## src/sv/frt_ram.sv

```systemverilog
module frt_ram #(
   parameter int WIDTH  = 8,
   parameter int DEPTH  = 512,
   parameter int ADDR_W = (DEPTH > 1) ? $clog2(DEPTH) : 1
) (
   input  logic              clock,
   input  logic              wr_en,
   input  logic [ADDR_W-1:0] wr_addr,
   input  logic [WIDTH-1:0]  wr_data,
   input  logic [ADDR_W-1:0] rd_addr,
   output logic [WIDTH-1:0]  rd_data
);

   logic [WIDTH-1:0] mem_ff [DEPTH];
   logic [WIDTH-1:0] rd_data_ff;

   always_ff @(posedge clock) begin
      if (wr_en) begin
         mem_ff[wr_addr] <= wr_data;
      end
      rd_data_ff <= mem_ff[rd_addr];
   end

   assign rd_data = rd_data_ff;

endmodule

```

## config.mk

```make
export PLATFORM = sky130hd
export DESIGN_NAME = frt_ram
export DESIGN_NICKNAME = d
export VERILOG_FILES = /design/src/sv/frt_ram.sv
export SDC_FILE = /design/constraint.sdc
export NUM_CORES = 2
export LEC_CHECK = 0
export BUFFER_PORTS_ARGS = -buffer_cell sky130_fd_sc_hd__buf_2
export CAP_MARGIN = 20
export CORE_UTILIZATION = 55
export CTS_BUF_LIST = sky130_fd_sc_hd__clkbuf_8
export CTS_CLUSTER_SIZE = 40
export DETAILED_ROUTE_END_ITERATION = 12
export HOLD_SLACK_MARGIN = 0.02
export PLACE_DENSITY = 0.72
export SYNTH_ARGS = -nofsm -noshare
export SYNTH_HDL_FRONTEND = slang
export SYNTH_SLANG_ARGS = --single-unit
```

## constraint.sdc

```tcl
create_clock -name clock -period 3.3 [get_ports clock]
set_input_delay 0.33 -clock clock [delete_from_list [all_inputs] [get_ports clock]]
set_output_delay 0.33 -clock clock [all_outputs]
set_load 0.01 [all_outputs]
```

Yosys cells after proc, flatten, opt, wreduce, memory -nomap -nowiden
Memories as Yosys holds them, arrays and structs flattened. A register that Yosys moved wholly into a read port is not among the register bits.
Cells that the tools add are included.
Word-level totals
  register bits: 0
  bits in writable memories: 4096
  bits of input ports: 28
  output and inout bits: 8
  word-level logic and storage cells: 3
  memories kept: 1
Memory list
  mem_ff: depth 512, bits a word 8, read ports 1, clocked after memory_dff 1, wr ports 1, RTL line 14  | logic [WIDTH-1:0] mem_ff [DEPTH];
Cells by class
  muxes and demuxes: 2
Operators with widths (count)
  $mux 1: 2

Longest topological paths before layout
  depth in word-level cells: 2
  depth in mapped cells: 12

Least setup slack after synthesis
OpenSTA, ideal clock, no wires.
  path type: input port to flip-flop
  from: in rd_addr[0]
  to: reg rd_data_ff[0] (netlist: rd_data[0]) (read register of mem_ff)
  arrival time: 2184 ps
  path slack: 998 ps
  stages on the path: 10
  buffers on the path: 4
  cells stage by stage: buf_4 > buf_12 > buf_12 > buf_2 > mux4_2 > o21ai_0 > nand3_1 > nand4_1 > o21ai_0 > o2111a_1
RTL lines
  start: declaration: RTL line 10  | input logic [ADDR_W-1:0] rd_addr,
  end: declaration: RTL line 15  | logic [WIDTH-1:0] rd_data_ff;

==> flow_metrics.env <==
export IMPL_timing_hold_ws_ns=0.0900
export IMPL_drive_gt1_share_pct=24.1
export IMPL_grt_overflow_total=0
export IMPL_whs_path_depth=3
export IMPL_numClockSinks=4104
export IMPL_start_util_pct=55.4
export IMPL_pre_cts_ws_ns=-0.376
export IMPL_synthFlopType="edfxtp_1"
export IMPL_fmax_mhz=347
export IMPL_synth_most_common_cell="edfxtp_1"
export IMPL_die_x_um=541
export IMPL_finalHoldViolations=0
export IMPL_multi_input_area_sq_um=34000
export IMPL_dp_cells=12200
export IMPL_finClkSkew_ns=0.105
export IMPL_leakagePower_nw=59.7
export IMPL_period_minus_slack_ns=2.88
export IMPL_antenna_found_initial=34
export IMPL_place_gp_congestion=0.948
export IMPL_vias=86300
export IMPL_drv_cap=0
export IMPL_setup_ws_ns=0.417
export IMPL_place_area_sq_um=170000
export IMPL_nets=9026
export IMPL_slowest_delay_ns=0.70
export IMPL_ant_nets=0
export IMPL_worstPathRequired_ns=4.27
export IMPL_yosysSeqAreaShare_pct=77.0
export IMPL_crit_buf_inv=2
export IMPL_netlist_area_sq_um=160000
export IMPL_cts_htree_levels=6
export IMPL_stdcell_count=13400
export IMPL_grt_pass1_vias=85900
export IMPL_regArea_sq_um=123000
export IMPL_clk_pin_slew_worst_paths_ns=0.06
export IMPL_synth_seq_cells=4104
export IMPL_via_per_inst=6.45
export IMPL_final_period_utilization_pct=87.4
export IMPL_hp_class="input pin to register"
export IMPL_utilization_pct=62.8
export IMPL_num_rows=197
export IMPL_power_density_nw_per_um2=563
export IMPL_io_buffer_count=35
export IMPL_tns_ns=0
export IMPL_grt_pass1_wl_mm=594
export IMPL_synth_top_area_share_pct=76.9
export IMPL_cts_setup_buffers=0
export IMPL_dp_hpwl_mm=260
export IMPL_synth_edf_count=4096
export IMPL_drt_iter0_markers=12400
export IMPL_numCtsBuffers=633
export IMPL_total_power_mw=102
export IMPL_rsz0062_at_grt="false"
export IMPL_wl_mm=411
export IMPL_detail_route_first_pass_iterations=8
export IMPL_worstRegToRegCells=7
export IMPL_ys_top_cells_by_count="edfxtp_1, mux2i_1, mux4_2"
export IMPL_tightest_slew_ns=1.28
export IMPL_synthCells=8030
export IMPL_cp_end_kind="register"
export IMPL_grt_usage_pct=27.9
export IMPL_yosysTopAreaCell="edfxtp_1"
export IMPL_clk_latency_ns=1.10
export IMPL_cts_root_buf="clkbuf_8"
export IMPL_cp_max_fo=1
export IMPL_critPathSlowestCell="nor4_1"
export IMPL_die_y_um=541
export IMPL_coreArea_sq_um=289000
export IMPL_outcome="finished, final reports clean"
export IMPL_peakVddDrop_uv=394
export IMPL_slew_violations=0
export IMPL_drcViolationCount=0
export IMPL_final_area_sq_um=181000
export IMPL_yosysWarnings=0
export IMPL_cts_tree="yes"
export IMPL_setup_viol=0
export IMPL_fillers=19100
export IMPL_cp_top_family="multiplexers"
export IMPL_post_drt_wl_per_cell_um=30.7
export IMPL_synth_avg_cell_area_sq_um=19.9
export IMPL_crit_cells=7
export IMPL_worstSetupStartpointType="register"
export IMPL_pin_count=36
export IMPL_critPathArrivalTime_ns=3.86
export IMPL_synthTopCellsByArea="edfxtp_1, mux4_2, mux2i_1"
export IMPL_syn2layout_area_growth_pct=13.4
export IMPL_async_flop_share_pct=0
export IMPL_relSlewSlack_pct=13.3
export IMPL_grt_max_degree=137
export IMPL_path_class="register to register"
export IMPL_clk_path_buf_depth=4
export IMPL_die_area_sq_um=293000
export IMPL_yosysUniqueCellTypes=51
export IMPL_path_cells="mux4_2 -> mux4_2 -> nor4_1 -> buf_4 -> nor4_1 -> buf_4 -> o2111a_1"
export IMPL_syn_num_nets=8058
## registers in the layout (all words and copies together) (netlist names)
name,cells
mem_ff,4096
rd_data,8
## kinds of logic (layout without fill, tap and decap cells)
logic type             after synthesis  in the layout  share of synthesized area [%]
AO/OA/AOI/OAI                      979            979                           4.31
AND/OR/NAND/NOR                    980            980                           2.63
multiplexers                      1451           1451                           14.2
other                                0             12                              0
flip-flops                        4104           4104                           77.0
buffers and inverters              516           1963                           1.85
## power by group
group | internal [mW] | switching [mW] | total [mW]
combinational | 1.94 | 3.62 | 5.56
sequential | 57.4 | 0.0907 | 57.5
clock | 19.4 | 19.6 | 39.0
## per-layer routing
metal / global-route usage (%) / routed length [um] / vias up
met4: 10.0 / 15600 / 22
met2: 43.5 / 193000 / 5443
li1: - / - / 35500
met3: 6.53 / 47200 / 932
met5: 0 / 142 / -
met1: 39.0 / 155000 / 44400
## worst min-delay path, delay by kind of cell
| family | cells | cell delay, ns |
|---|---|---|
| buffers and inverters | 1 | 0.19 |
| and+or+nand+nor | 2 | 0.46 |
## layout make-up
class	instances	share of cell area (%)
multi-input combinational	3410	18.7
clock inverter	471	1.42
timing repair buffer	846	4.37
tap	3880	2.68
sequential	4104	67.9
inverter	3	0.0103
antenna	12	0.0166
clock buffer	643	4.88
## cell usage in the layout, fill, tap and decap left out, drive strengths merged, types with 8 or more instances in the layout
master,netlist,layout
o221ai,372,372
nand4,32,32
inv,3,255
dlygate4sd3,0,10
nand3,36,36
diode,0,12
bufinv,0,15
nor4,36,36
and2,20,20
nor3,109,109
buf,248,836
o2111a,8,8
dfxtp,8,8
o31ai,13,13
clkinvlp,0,13
clkbuf,265,643
a211oi,17,17
a22oi,61,61
o21ai,119,119
edfxtp,4096,4096
nand2,111,111
nor2,597,597
mux2i,797,797
o22ai,163,163
a21oi,194,194
mux4,654,654
nor3b,8,8
clkinv,0,191
## worst paths after layout
kind,startpoint,slack [ns],end
max,mem_ff[423][7],0.42,rd_data[7]
min,wr_addr[0],0.09,mem_ff[211][2]
max reg2reg,mem_ff[423][7],0.42,rd_data[7]
min reg2reg,mem_ff[417][6],1.16,rd_data[6]
## what timing repair did
action,in CTS,in global routing
endpoints found under the hold margin,1123,0
resized for setup,0,0
hold buffers,10,0
Power figures use the tool's default switching activity.
