## src/sv/frt_pkg.sv

```systemverilog
package frt_pkg;

   localparam int BUFFER_DEPTH_DEF = 512;
   localparam int MAX_WORDS_DEF    = 50;

   // Fixed field widths of the stream payload
   localparam int POS_W   = 9;
   localparam int INDEX_W = 6;
   localparam int DATA_W  = 8;
   localparam int KIND_W  = 2;

   localparam logic [KIND_W-1:0] KIND_WORD  = 2'd0;
   localparam logic [KIND_W-1:0] KIND_EMPTY = 2'd1;
   localparam logic [KIND_W-1:0] KIND_READ  = 2'd2;

   localparam logic OP_RECEIVE = 1'b0;
   localparam logic OP_READ    = 1'b1;

   localparam logic [DATA_W-1:0] CH_END   = 8'h3B;
   localparam logic [DATA_W-1:0] CH_START = 8'h24;
   localparam logic [DATA_W-1:0] CH_SPACE = 8'h20;
   localparam logic [DATA_W-1:0] CH_COMMA = 8'h2C;

   // Commands from the sequencer to the word scanner
   typedef struct packed {
      logic clear;   // new message: drop word count
      logic step;    // one message byte at pos
      logic delim;   // that byte is a separator
      logic close;   // message ends at pos
   } scan_cmd_type;

   function automatic logic is_delim(input logic [DATA_W-1:0] c);
      return (c == CH_SPACE) || (c == CH_COMMA);
   endfunction

endpackage

```

## src/sv/frt_ram.sv

```systemverilog
module frt_ram #(
   parameter int WIDTH  = 8,
   parameter int DEPTH  = 512,
   parameter int ADDR_W = (DEPTH > 1) ? $clog2(DEPTH) : 1
) (
   input  logic              clock,
   input  logic              wr_en,
   input  logic [ADDR_W-1:0] wr_addr,
   input  logic [WIDTH-1:0]  wr_data,
   input  logic [ADDR_W-1:0] rd_addr,
   output logic [WIDTH-1:0]  rd_data
);

   logic [WIDTH-1:0] mem_ff [DEPTH];
   logic [WIDTH-1:0] rd_data_ff;

   always_ff @(posedge clock) begin
      if (wr_en) begin
         mem_ff[wr_addr] <= wr_data;
      end
      rd_data_ff <= mem_ff[rd_addr];
   end

   assign rd_data = rd_data_ff;

endmodule

```

## src/sv/frt_word_scan.sv

```systemverilog
module frt_word_scan #(
   parameter int BUFFER_DEPTH = frt_pkg::BUFFER_DEPTH_DEF,
   parameter int MAX_WORDS    = frt_pkg::MAX_WORDS_DEF
) (
   input  logic                                  clock,
   input  logic                                  reset,
   input  frt_pkg::scan_cmd_type                 cmd,
   input  logic [$clog2(BUFFER_DEPTH)-1:0]       pos,
   output logic [$clog2(MAX_WORDS+1)-1:0]        words_found,
   input  logic [((MAX_WORDS > 1) ? $clog2(MAX_WORDS) : 1)-1:0] rd_addr,
   output logic [$clog2(BUFFER_DEPTH)-1:0]       rd_start,
   output logic [$clog2(BUFFER_DEPTH)-1:0]       rd_length
);

   import frt_pkg::*;

   localparam int AW = $clog2(BUFFER_DEPTH);
   localparam int NW = $clog2(MAX_WORDS + 1);
   localparam int WA = (MAX_WORDS > 1) ? $clog2(MAX_WORDS) : 1;

   logic          in_word_ff, in_word_in;
   logic [AW-1:0] start_ff, start_in;
   logic [NW-1:0] count_ff, count_in;
   logic          wr_en;
   logic [2*AW-1:0] wr_data, rd_data;

   always_comb begin
      in_word_in = in_word_ff;
      start_in   = start_ff;
      count_in   = count_ff;
      wr_en      = 1'b0;
      if (cmd.clear) begin
         in_word_in = 1'b0;
         count_in   = '0;
      end else if (cmd.step) begin
         if (cmd.delim) begin
            if (in_word_ff) begin
               wr_en      = 1'b1;
               count_in   = count_ff + NW'(1);
               in_word_in = 1'b0;
            end
         end else if (!in_word_ff && (count_ff < NW'(MAX_WORDS))) begin
            start_in   = pos;
            in_word_in = 1'b1;
         end
      end else if (cmd.close && in_word_ff) begin
         wr_en      = 1'b1;
         count_in   = count_ff + NW'(1);
         in_word_in = 1'b0;
      end
   end

   assign wr_data = {pos - start_ff, start_ff};

   always_ff @(posedge clock) begin
      if (reset) begin
         in_word_ff <= 1'b0;
         count_ff   <= '0;
      end else begin
         in_word_ff <= in_word_in;
         count_ff   <= count_in;
      end
      start_ff <= start_in;
   end

   frt_ram #(
      .WIDTH(2 * AW),
      .DEPTH(MAX_WORDS)
   ) u_word_ram (
      .clock  (clock),
      .wr_en  (wr_en),
      .wr_addr(count_ff[WA-1:0]),
      .wr_data(wr_data),
      .rd_addr(rd_addr),
      .rd_data(rd_data)
   );

   assign words_found = count_ff;
   assign rd_start    = rd_data[AW-1:0];
   assign rd_length   = rd_data[2*AW-1:AW];

endmodule

```

## config.mk

```make
export PLATFORM = sky130hd
export DESIGN_NAME = frt_word_scan
export DESIGN_NICKNAME = d
export VERILOG_FILES = /design/src/sv/frt_pkg.sv /design/src/sv/frt_ram.sv /design/src/sv/frt_word_scan.sv
export SDC_FILE = /design/constraint.sdc
export NUM_CORES = 1
export LEC_CHECK = 0
export ABC_CLOCK_PERIOD_IN_PS = 4250
export BUFFER_PORTS_ARGS = -buffer_cell sky130_fd_sc_hd__clkbuf_2
export CAP_MARGIN = 0
export CORE_UTILIZATION = 35
export CTS_BUF_LIST = sky130_fd_sc_hd__clkbuf_8
export DETAILED_ROUTE_END_ITERATION = 12
export RECOVER_POWER = 25
export SLEW_MARGIN = 20
export SYNTH_ARGS = -nofsm -noshare
export SYNTH_HDL_FRONTEND = slang
export SYNTH_SLANG_ARGS = --single-unit
```

## constraint.sdc

```tcl
create_clock -name clock -period 4.25 [get_ports clock]
set_input_delay 0.85 -clock clock [delete_from_list [all_inputs] [get_ports clock]]
set_output_delay 0.85 -clock clock [all_outputs]
set_load 0.01 [all_outputs]
```

After elaboration in Yosys (flattened, before gate mapping)

Memory sizes are Yosys's and may differ from the RTL's. A register that Yosys moved wholly into a read port is not among the register bits.
Index checks and enable logic that the tools add are counted.

Register bits: 16
Memories kept: 1
Logic and storage cells: 35
Memory bits (writable): 900
Output and inout bits: 24
Bits of input ports: 21

Reduce and logical (&&, ||, !) cells: 8
Equality and inequality tests: 3
Bitwise logic cells: 2
$add $sub $neg: 2
Muxes and demuxes: 15
Order comparisons: 1

Memories:

| name              | depth | width | rd ports | clocked after Yosys merged registers in | write ports | RTL line      | source |
|---|---|---|---|---|---|---|---|
| u_word_ram.mem_ff | 50    | 18    | 1        | 1                                       | 1           | frt_ram.sv:14 | `logic [WIDTH-1:0] mem_ff [DEPTH];` |

Operators with widths:

| cell                                                                     | number |
|---|---|
| 6-bit 2-to-1 mux                                                         | 4 |
| 1-bit 2-to-1 mux                                                         | 11 |
| 9-bit subtractor                                                         | 1 |
| 6-bit by 1-bit adder with 6-bit output (second input constant)           | 1 |
| 6-bit less-than comparator (second input constant)                       | 1 |
| 4-bit AND reduction                                                      | 1 |
| 3-bit by 2-bit inequality test with 1-bit output (second input constant) | 1 |
| 3-bit AND reduction                                                      | 1 |
| 1-bit logical AND                                                        | 2 |
| 2-bit by 1-bit inequality test with 1-bit output (second input constant) | 1 |
| 2-bit inequality test (second input constant)                            | 1 |
| 1-bit NOT                                                                | 2 |
| 2-bit AND reduction                                                      | 1 |
| 2-bit nonzero test                                                       | 1 |
| 2-bit OR reduction                                                       | 1 |
| 1-bit zero test                                                          | 1 |

Longest topological paths before layout

Gate-level depths: netlist of run 1.

Word-level depth: 6
Depth in mapped cells: 9
Gate-level depth less buffers: 8

Hierarchy

Synthesis of run 1 repeated with hierarchy kept, for this count alone.

Cell total of the unflattened synthesis: 1973
Area total of the unflattened synthesis: 36580.1 um^2

By module, submodules not included:

| module        | seq. area each (um^2) | area each (um^2) | times used | cells an instance |
|---|---|---|---|---|
| frt_ram       | 27386.3               | 35569.1          | 1          | 1862 |
| frt_word_scan | 410.4                 | 1011.0           | 1          | 111 |

Worst setup path after synthesis of run 1

Ideal clock, no wire load.

Path kind: input to register
Start: input port cmd[3] in the netlist's numbering
End: memory u_word_ram.mem_ff[18][0] in the netlist's numbering (enable)
Setup time: 0.446 ns
Data required time: 3.804 ns
Arrival: 3.592 ns
Buffers on the path: 0
Stages on the path: 3
Setup slack: 0.212 ns
Cell sequence: or4b_1 -> or2_1 -> nor4b_1

Longest elaborated chain between the ends: 3

RTL lines:

| what                                   | RTL line            | source |
|---|---|---|
| start, declared                        | frt_word_scan.sv:7  | `input frt_pkg::scan_cmd_type cmd,` |
| 1-bit 2-to-1 mux                       | frt_word_scan.sv:32 | `if (cmd.clear) begin` |
| 1-bit 2-to-1 mux                       | frt_ram.sv:18       | `if (wr_en) begin` |
| 1-bit 2-to-1 mux (not written as such) | frt_ram.sv:19       | `mem_ff[wr_addr] <= wr_data;` |
| end, declared                          | frt_ram.sv:14       |  |

Every way passes these cells.

Final worst setup path of run 1

Start: register start_ff[4]
End: memory u_word_ram.mem_ff[4][4] in the netlist's numbering, data pin

RTL lines:

| what                   | RTL line            | source |
|---|---|---|
| start, declared        | frt_word_scan.sv:22 | `logic [AW-1:0] start_ff, start_in;` |
| start signal, assigned | frt_word_scan.sv:63 | `start_ff <= start_in;` |

Straight into the memory's write port.

==> run metrics, run 1 <==
top-area cell type share of the netlist area 0.750; worst IR drop on VDD ~290 µV; Clock Pin Slew Worst Setup and Hold Paths 0.06 ns; post-CTS resize count 0; Antenna Cells 0; floorplan die height 324 µm; global route hottest layer met2; Initial Utilization 0.355; CTS Buf Count 152; dpl hpwl around 55 mm; M3 GR Usage 0.0500; final setup fails 0; CP arrival 3.32 ns; met2 usage 0.260; synth top area cells edfxtp_1 75%, mux4_2 7.0%, mux2i_1 4.8%; Overflow after GRT 0; CP Cell Sequence clkbuf_1; clk sinks about 930; outcome finished, violations left; final instance area about 0.041 mm²; RSZ-0062 raised after global routing no; Top FF cell, synth edfxtp_1; flop2flop setup slack 1.09 ns; Area Overhead vs Synth 14.0%; Cell Rows about 120; fillers ~9.1k; Yosys top cell by area edfxtp_1; sequential-to-total area share from yosys stat 0.764; WP data required ~4.4 ns; total negative slack 0 ns; Tcrit/Tclk final 0.743; RePlAce Congestion 0.902; die width around 320 µm; final worst path period need approximately 3.2 ns; Total GRT Usage 0.173; crit path buf inv count 1; Ports 45; worst min path class primary input to register; power per cell area 452 mW/mm²; highest clock rate around 320 MHz; via count ~19k; H-tree depth 4; postcts setup bufs 0; Final Hold Vio Count 0; #FFs+latches synth about 930; WL final 92.2 mm; Hold-fix buffers, CTS 0; Final Util 0.405; number of remaining DRC errors 0; core area between 0.1 and 0.15 mm²; Mean Syn Cell Area around 20 µm²; initial antenna violation count 4; CTS max path bufs 3; 1st-pass router iterations 6; NumNets Final ~2.1k; Inst Count DP between 3k and 4k; Mapped Area 0.0364 mm²; PortBufs 44; Critical Path Max Stage Delay ~2.1 ns; leakage dissipation ~14 nW; post-route insts no fill between 3k and 4k; clock root buffer clkbuf_8; ys async rst share 0; Net Count, Synth ~1.8k; Max Fanout on Critical Path 50; Yosys cell types between 50 and 60; crit end category register; DR iter-0 viols 1996; CTS tree yes; # Max-Cap Violations 8; Worst Clk Skew 0.0348 ns; layout cells sized above 1 0.248; global-route wire length before repair about 130 mm; Gate Count Post-Synth ~1.8k; worst-skew pair later-pin latency 0.82 ns; die area around 0.11 mm²; placed instance area 0.0386 mm²; Hold Worst Slack between 0.2 and 0.3 ns; Rel. slew slack -1.01; largest net degree at the start of global routing 67; CP top delay family buffers and inverters; vias in the first global route ~19k; Final ANT Viol Nets 0; class of the most critical setup path register to register; EDFF count, synth about 910; failing checks capacitance limit, slew limit; crit path from start_ff[4]; synth warn 0; startpoint types register; Hold Startpoint pos[0]; vias per inst ~5.3; WL/cell roughly 26 µm; slowest stage cell, crit path clkbuf_1; Worst Tran Pin Value 3.01 ns; final slew viol count 408; Reg-to-Reg Start start_ff[4]; GRT met1 Usage 0.239
==> cell usage in the layout (no fill, tap or decap), drive strengths merged, types with 4 or more instances in the layout <==
master	n
a2111oi	7
a211oi	12
a21oi	29
a221oi	6
a22o	6
a22oi	48
a311oi	6
and2	5
and3	12
buf	99
bufinv	5
clkbuf	211
clkinv	52
dfxtp	25
edfxtp	909
ha	9
inv	71
mux2	36
mux2i	174
mux4	126
nand2	73
nand2b	5
nand3	4
nand3b	7
nand4	13
nor2	70
nor2b	19
nor3	5
o2111ai	12
o21ai	13
o221ai	30
o22ai	18
xnor2	9
==> metal layers <==
layer / vias up / share of wire
li1: 7939 / -
met1: 9884 / 0.43
met2: 797 / 0.46
met3: 145 / 0.085
met4: 2 / 0.024
met5: - / 0.00013
==> final cells by class <==
type                    count  area, µm²  share of cell area
repair buffers            149       1050              0.0253
well taps                1368       1710              0.0413
multi-input cells         775       7950               0.192
flip-flops and latches    934      27800               0.670
clock inverters           118        709              0.0171
inverters                  12       45.0             0.00109
clock buffers             161       2220              0.0534
==> sequential cells by signal, indices dropped and copies added, names as in the netlist <==
register            flops
words_found             6
u_word_ram.rd_data     18
in_word_ff              1
start_ff                9
u_word_ram.mem_ff     900
==> synthesized netlist by cell type, types with 21 or more instances <==
| cell type | instances |
|---|---|
| edfxtp_1 | 909 |
| mux2i_1 | 174 |
| mux4_2 | 113 |
| nand2_1 | 72 |
| nor2_1 | 68 |
| a22oi_1 | 48 |
| mux2_2 | 36 |
| buf_2 | 33 |
| o221ai_1 | 30 |
| a21oi_1 | 29 |
| dfxtp_1 | 25 |
| buf_6 | 21 |
==> through the flow <==
step           total power [W]  setup WS, ns
4_1_cts                 0.0189          1.50
6_report                0.0188          1.09
3_3_place_gp            0.0115         0.658
3_5_place_dp            0.0115         0.601
2_1_floorplan           0.0111         0.212
5_1_grt                 0.0194         0.879
==> where the power goes <==
group	leakage, nW	total [W]	internal [W]	switching [W]
sequential	8.38	0.0103	0.0102	0.0000509
combinational	3.58	0.00101	0.000316	0.000694
clock	1.69	0.00745	0.00386	0.00359
==> kinds of logic (layout without fill, tap and decap cells) <==
logic type               count (synthesis)  count (layout)  synth area share
buffers and inverters                  109             440            0.0221
AND/OR/NAND/NOR                        226             226            0.0303
multiplexers                           336             336             0.138
flip-flops                             934             934             0.764
adder cells (fa/ha/maj)                 10              10           0.00365
AO/OA/AOI/OAI                          191             191            0.0385
XOR/XNOR                                12              12           0.00289
==> path summary, 6_finish.rpt <==
kind                             endpoint  cells past startpoint
hold reg to reg                in_word_ff                      2
setup / recovery  u_word_ram.mem_ff[4][4]                      1
setup reg to reg  u_word_ram.mem_ff[4][4]                      1
hold / removal                start_ff[0]                      1
Note: power is estimated with default switching activity, not from simulation.
==> run 2: changes to the inputs <==
Settings changed: ABC_CLOCK_PERIOD_IN_PS 4250 to 2580.
Clock period 4.25 ns to 2.58 ns, I/O delays scaled along.
==> run 2 against run 1 <==
Net effect:
- register-to-register slack worse by 0.81 ns
- the run now ends clean
- clock-buffer cell count shrank 5
- flip-flop and latch count did not move
- combinational power grew 93%
- global-route usage is 0.30 points lower
==> run metrics, run 2 (same netlist as run 1, synthesis figures left out) <==
floorplan die height 324 µm (unchanged); global-route wire length before repair 131 mm (about the same); most common cell after layout, fill and taps aside edfxtp_1 (unchanged); Worst Tran Pin Value 1.42 ns (was 3.01 ns); Ports 45 (unchanged); Area Overhead vs Synth 19.1% (was 14.0%); final setup fails 0 (unchanged); clock root buffer clkbuf_8 (unchanged); layout cells sized above 1 0.280 (was 0.248); Tcrit/Tclk final 0.958; WP data required 3.05 ns (was 4.41 ns); worst-skew pair later-pin latency 0.80 ns (was 0.82 ns); final slew viol count 0 (was 408); Worst Clk Skew 0.0356 ns (was 0.0348 ns); worst setup margin 0.109 ns (was 1.09 ns); WL final 90.1 mm (was 92.2 mm); worst IR drop on VDD 369 µV (was 288 µV); dpl hpwl 55.6 mm (was 54.5 mm); number of remaining DRC errors 0 (unchanged); Final ANT Viol Nets 0 (unchanged); clk sinks 934 (unchanged); post-CTS resize count 0 (unchanged); initial antenna violation count 6 (was 4); total design power 0.0309 W (was 0.0188 W); startpoint types primary input (was register); highest clock rate 405 MHz; fillers 8979 (was 9126); Total GRT Usage 0.170 (was 0.173); crit end category register (unchanged); max FFs per register 900 (unchanged); postcts setup bufs 0 (unchanged); outcome complete, no violations (was finished, violations left); vias in the first global route 19.0k (was 18.6k); class of the most critical setup path primary input to register (was register to register); worst min path class primary input to register (unchanged); final worst path period need between 2 and 2.5 ns; CTS tree yes (unchanged); Rel. slew slack 0.0517 (was -1.01); largest net degree at the start of global routing 51 (was 67); Overflow after GRT 0 (unchanged); Final Hold Vio Count 0 (unchanged); CP arrival 2.94 ns (was 3.32 ns); die width 324 µm (unchanged); DR iter-0 viols 2009 (was 1996); Max Fanout on Critical Path 18 (was 50); RePlAce Congestion 0.860 (was 0.902); most frequent cells in the layout 909 x edfxtp_1, 174 x mux2i_1, 156 x clkbuf_8, 113 x mux4_2, 99 x buf_4 (was 909 x edfxtp_1, 174 x mux2i_1, 161 x clkbuf_8, 113 x mux4_2, 92 x buf_4); register with the most flip-flops u_word_ram.mem_ff (unchanged); vias per inst 5.20 (was 5.34); Cell Rows 117 (unchanged); Clock Pin Slew Worst Setup and Hold Paths 0.06 ns (about the same); Initial Utilization 0.355 (unchanged); PortBufs 44 (unchanged); H-tree depth 4 (unchanged); core area 0.102 mm² (unchanged); leakage dissipation 14.4 nW (was 13.6 nW); via count 18.8k (about the same); CTS max path bufs 3 (unchanged); die area 0.105 mm² (unchanged); pre-CTS WS -0.327 ns (was 0.601 ns); CTS Buf Count 152 (unchanged); power per cell area 712 mW/mm² (was 452 mW/mm²); NumNets Final 2154 (was 2055); WL/cell 24.9 µm (was 26.2 µm); RSZ-0062 raised after global routing yes (was no); 1st-pass router iterations 5 (was 6); # Max-Cap Violations 0 (was 8)
## run 2: cell types whose count changed in the layout (fill, tap and decap cells not counted), moves of 4 or more
cell and delta:
buf_12 +80, clkbuf_2 +10, dlygate4sd3_1 +10, clkbuf_1 -8, buf_4 +7, xnor2_2 -7
xnor2_4 +7, clkbuf_8 -5, clkinv_1 +4
## run 2: path summary, 6_finish.rpt
check	startpoint	to	slack, ns	depth (start not counted)
max	cmd[2]	u_word_ram.mem_ff[4][4]	0.11	8
min	reset	words_found[3]	0.08	3
max reg2reg	in_word_ff	u_word_ram.mem_ff[4][4]	0.28	5
min reg2reg	in_word_ff	in_word_ff	0.57	1
## run 2: repair_timing
action	4_1_cts	5_1_grt
endpoints found under the setup margin	0	29
hold endpoints to repair	10	0
hold buffers	10	0
## run 2: worst max-delay path: stages
cell	delay [ns]
dlygate4sd3_1	0.53
clkbuf_2	0.13
nor2b_1	0.18
o21ai_0	0.27
nor3_1	0.35
nand2_1	0.43
nor2_1	0.31
buf_12	0.21
## run 2: layout make-up
| cell class | count | area, µm² | share of cell area |
|---|---|---|---|
| Multi-Input combinational cell | 775 | 8080 | 0.187 |
| Antenna cell | 2 | 5.00 | 0.000116 |
| Clock buffer | 156 | 2150 | 0.0496 |
| Clock inverter | 121 | 703 | 0.0162 |
| Sequential cell | 934 | 27800 | 0.642 |
| Tap cell | 1368 | 1710 | 0.0395 |
| Inverter | 12 | 45.0 | 0.00104 |
| Timing Repair Buffer | 248 | 2820 | 0.0652 |
## run 2: metrics by stage
step	util	instances	hold slack, ns	area [µm²]	TNS [ns]
2_1_floorplan	-	1818	0.491	36600	-56.28
3_3_place_gp	0.394	3327	0.538	40400	-5.95
3_5_place_dp	0.394	3327	0.550	40400	-12.91
4_1_cts	0.423	3614	0.0117	43400	0
5_1_grt	0.423	3615	0.0372	43300	-0.293
6_report	0.423	3616	0.0838	43300	0
## run 2: power by group
| part | leakage, nW | switching (W) | total, W | internal (W) |
|---|---|---|---|---|
| combinational | 4.38 | 0.00121 | 0.00195 | 0.000739 |
| sequential | 8.38 | 0.0000486 | 0.0169 | 0.0169 |
| clock | 1.64 | 0.00589 | 0.0120 | 0.00611 |
| total | 14.4 | 0.00714 | 0.0309 | 0.0237 |
## run 2: layer usage
metal,track usage,wire length (µm),vias up
met3,0.0382,6460,108
met1,0.243,39900,9830
met5,0,34,-
met2,0.263,42400,705
met4,0.0416,1250,4
li1,-,-,8139
==> run 3: changes to the inputs <==
==> constraint.sdc (replaced) <==
create_clock -name clock -period 2.58 [get_ports clock]
set_input_delay 0.387 -clock clock [delete_from_list [all_inputs] [get_ports clock]]
set_output_delay 0.387 -clock clock [all_outputs]
set_load 0.01 [all_outputs]
==> run 3 against run 2 <==
Net effect:
- design area decreased by 1.4%
- non-clock buffer count fell by 19
- wire length down 1.8%
- combinational power is 4% lower
- sequential power is essentially flat
- clock skew fell by 0.0011 ns
- global-route usage fell by 0.21 points
- sequential share of layout area grew 0.90 points
- via count fell by 1.2%
- first-iteration DRC count decreased by 3.8%
- register-to-register slack is essentially flat
- flip-flop and latch count unchanged
- critical endpoint is now u_word_ram.mem_ff[0][17]
- largest cell class unchanged
- highest routed layer unchanged
==> run metrics, run 3 (same netlist as run 1, synthesis figures left out) <==
vias in the first global route 19.3k (was 19.0k); clk sinks 934 (unchanged); Area Overhead vs Synth 17.4% (was 19.1%); Overflow after GRT 0 (unchanged); post-CTS resize count 0 (unchanged); outcome complete, no violations (unchanged); Reg-to-Reg Start start_ff[2] (was in_word_ff); pre-CTS WS -0.0358 ns (was -0.327 ns); met2 usage 0.263 (about the same); class of the most critical setup path register to register (was primary input to register); Final ANT Viol Nets 0 (unchanged); Rel. slew slack 0.131 (was 0.0517); final worst path period need 2.31 ns (was 2.47 ns); reg2reg end u_word_ram.mem_ff[0][17] (was u_word_ram.mem_ff[4][4]); WL/cell 24.7 µm (was 24.9 µm); # Max-Cap Violations 0 (unchanged); M3 GR Usage 0.0516 (was 0.0382); worst setup margin 0.274 ns (was 0.109 ns); largest net degree at the start of global routing 51 (unchanged); Ports 45 (unchanged); most frequent cells in the layout 909 x edfxtp_1, 174 x mux2i_1, 149 x clkbuf_8, 113 x mux4_2, 94 x buf_4 (was 909 x edfxtp_1, 174 x mux2i_1, 156 x clkbuf_8, 113 x mux4_2, 99 x buf_4); Worst Clk Skew 0.0346 ns (was 0.0356 ns); flop2flop setup slack 0.27 ns (was 0.28 ns); RSZ-0062 raised after global routing no (was yes); worst-skew pair later-pin latency 0.81 ns (was 0.80 ns); fillers 9087 (was 8979); Final Util 0.417 (was 0.423); startpoint types register (was primary input); GRT met1 Usage 0.224 (was 0.243); Hold Startpoint cmd[1] (was reset); leakage dissipation 14.1 nW (was 14.4 nW); R2R cell count 8 (was 5); power per cell area 705 mW/mm² (was 712 mW/mm²); global route hottest layer met2 (unchanged); PortBufs 44 (unchanged); number of remaining DRC errors 0 (unchanged); Max Fanout on Critical Path 50 (was 18); DR iter-0 viols 1933 (was 2009); CTS Buf Count 143 (was 152); global-route wire length before repair 129 mm (was 131 mm); Worst Tran Pin Value 1.30 ns (was 1.42 ns); area of the multi-input gates 0.00808 mm² (unchanged); Final Hold Vio Count 0 (unchanged); final setup fails 0 (unchanged); postcts setup bufs 0 (unchanged); die width 324 µm (unchanged); 1st-pass router iterations 5 (unchanged); WP data required 3.19 ns (was 3.05 ns); WL final 88.4 mm (was 90.1 mm); Total GRT Usage 0.168 (was 0.170); NumNets Final 2126 (was 2154); initial antenna violation count 7 (was 6); Clock Pin Slew Worst Setup and Hold Paths 0.06 ns (about the same); vias per inst 5.19 (was 5.20); Tcrit/Tclk final 0.894 (was 0.958); max FFs per register 900 (unchanged); layout cells sized above 1 0.270 (was 0.280); CP arrival 2.91 ns (was 2.94 ns); worst IR drop on VDD 344 µV (was 369 µV); core area 0.102 mm² (unchanged); CTS max path bufs 3 (unchanged); hold path depth 3 (unchanged); CTS tree yes (unchanged); dpl hpwl 53.7 mm (was 55.6 mm); Hold Path End start_ff[1] (was words_found[3]); floorplan die height 324 µm (unchanged); Cell Rows 117 (unchanged); Register Area 0.0278 mm² (unchanged); clock root buffer clkbuf_8 (unchanged); highest clock rate 434 MHz (was 405 MHz); final slew viol count 0 (unchanged); Initial Utilization 0.355 (unchanged); register with the most flip-flops u_word_ram.mem_ff (unchanged); crit end category register (unchanged); RePlAce Congestion 0.826 (was 0.860); H-tree depth 4 (unchanged); via count 18.6k (was 18.8k); die area 0.105 mm² (unchanged); most common cell after layout, fill and taps aside edfxtp_1 (unchanged); worst min path class primary input to register (unchanged)
[run 3: cell count changes in the layout (fill, tap and decap cells not counted), sizes merged]
cell	change
clkinvlp	-1
inv	-11
clkinv	-3
dlygate4sd3	+2
clkbuf	-6
bufinv	-2
diode	+2
buf	-22
[run 3: worst max-delay path: stages, from the launching register on]
cell      delay, ns
edfxtp_1       0.34
inv_1          0.05
ha_1           0.35
nor2b_1        0.17
o21ai_1        0.18
a21oi_2        0.10
o41ai_2        0.45
xnor2_4        0.18
buf_12         0.25
[run 3: final cells by class]
cell class                 instances  area share
sequential                       934       0.651
multi-input combinational        775       0.189
timing repair buffer             229      0.0578
clock buffer                     149      0.0480
tap                             1368      0.0401
clock inverter                   104      0.0129
inverter                          12     0.00105
antenna                            4    0.000234
[run 3: what timing repair did]
item                                    CTS  global route
hold endpoints to repair                 16             0
hold buffers                             12             0
endpoints found under the setup margin    0             0
[run 3: per-stage QoR]
stage / instances / hold slack, ns / cell area, µm² / TNS, ns / total power [W]
after floorplan: 1818 / 0.486 / 36600 / -56.12 / 0.0183
after global placement: 3306 / 0.538 / 40000 / 0 / 0.0190
after detailed placement: 3306 / 0.563 / 40000 / -0.0358 / 0.0191
after CTS: 3571 / 0.0177 / 42700 / 0 / 0.0304
after global routing: 3574 / 0.0789 / 42700 / 0 / 0.0311
final: 3575 / 0.107 / 42700 / 0 / 0.0301
[run 3: per-layer routing]
metal  vias up  wire length [µm]
li1       8052                 -
met1      9706             37500
met2       682             41700
met3       117              7700
met4         2              1590
met5         -                 8
[run 3: power breakdown]
| part | internal (W) | switching (W) | leakage, nW | total (W) |
|---|---|---|---|---|
| Clock | 0.00562 | 0.00571 | 1.48 | 0.0113 |
| Combinational | 0.000703 | 0.00117 | 4.21 | 0.00187 |
| Sequential | 0.0169 | 0.0000480 | 8.38 | 0.0169 |
| Total | 0.0232 | 0.00692 | 14.1 | 0.0301 |
[run 3: worst max-delay path by stage]
stage               slack (ns)      startpoint                       end  depth (start not counted)
global placement          0.08      rd_addr[0]    u_word_ram.rd_data[11]                          9
CTS                       0.25     start_ff[1]  u_word_ram.mem_ff[8][16]                          8
detailed placement       -0.04      rd_addr[0]     u_word_ram.rd_data[3]                          7
finish                    0.27     start_ff[2]  u_word_ram.mem_ff[0][17]                          8
floorplan                -0.28  words_found[5]  u_word_ram.mem_ff[18][0]                          4
global route              0.13     start_ff[2]  u_word_ram.mem_ff[0][17]                          8
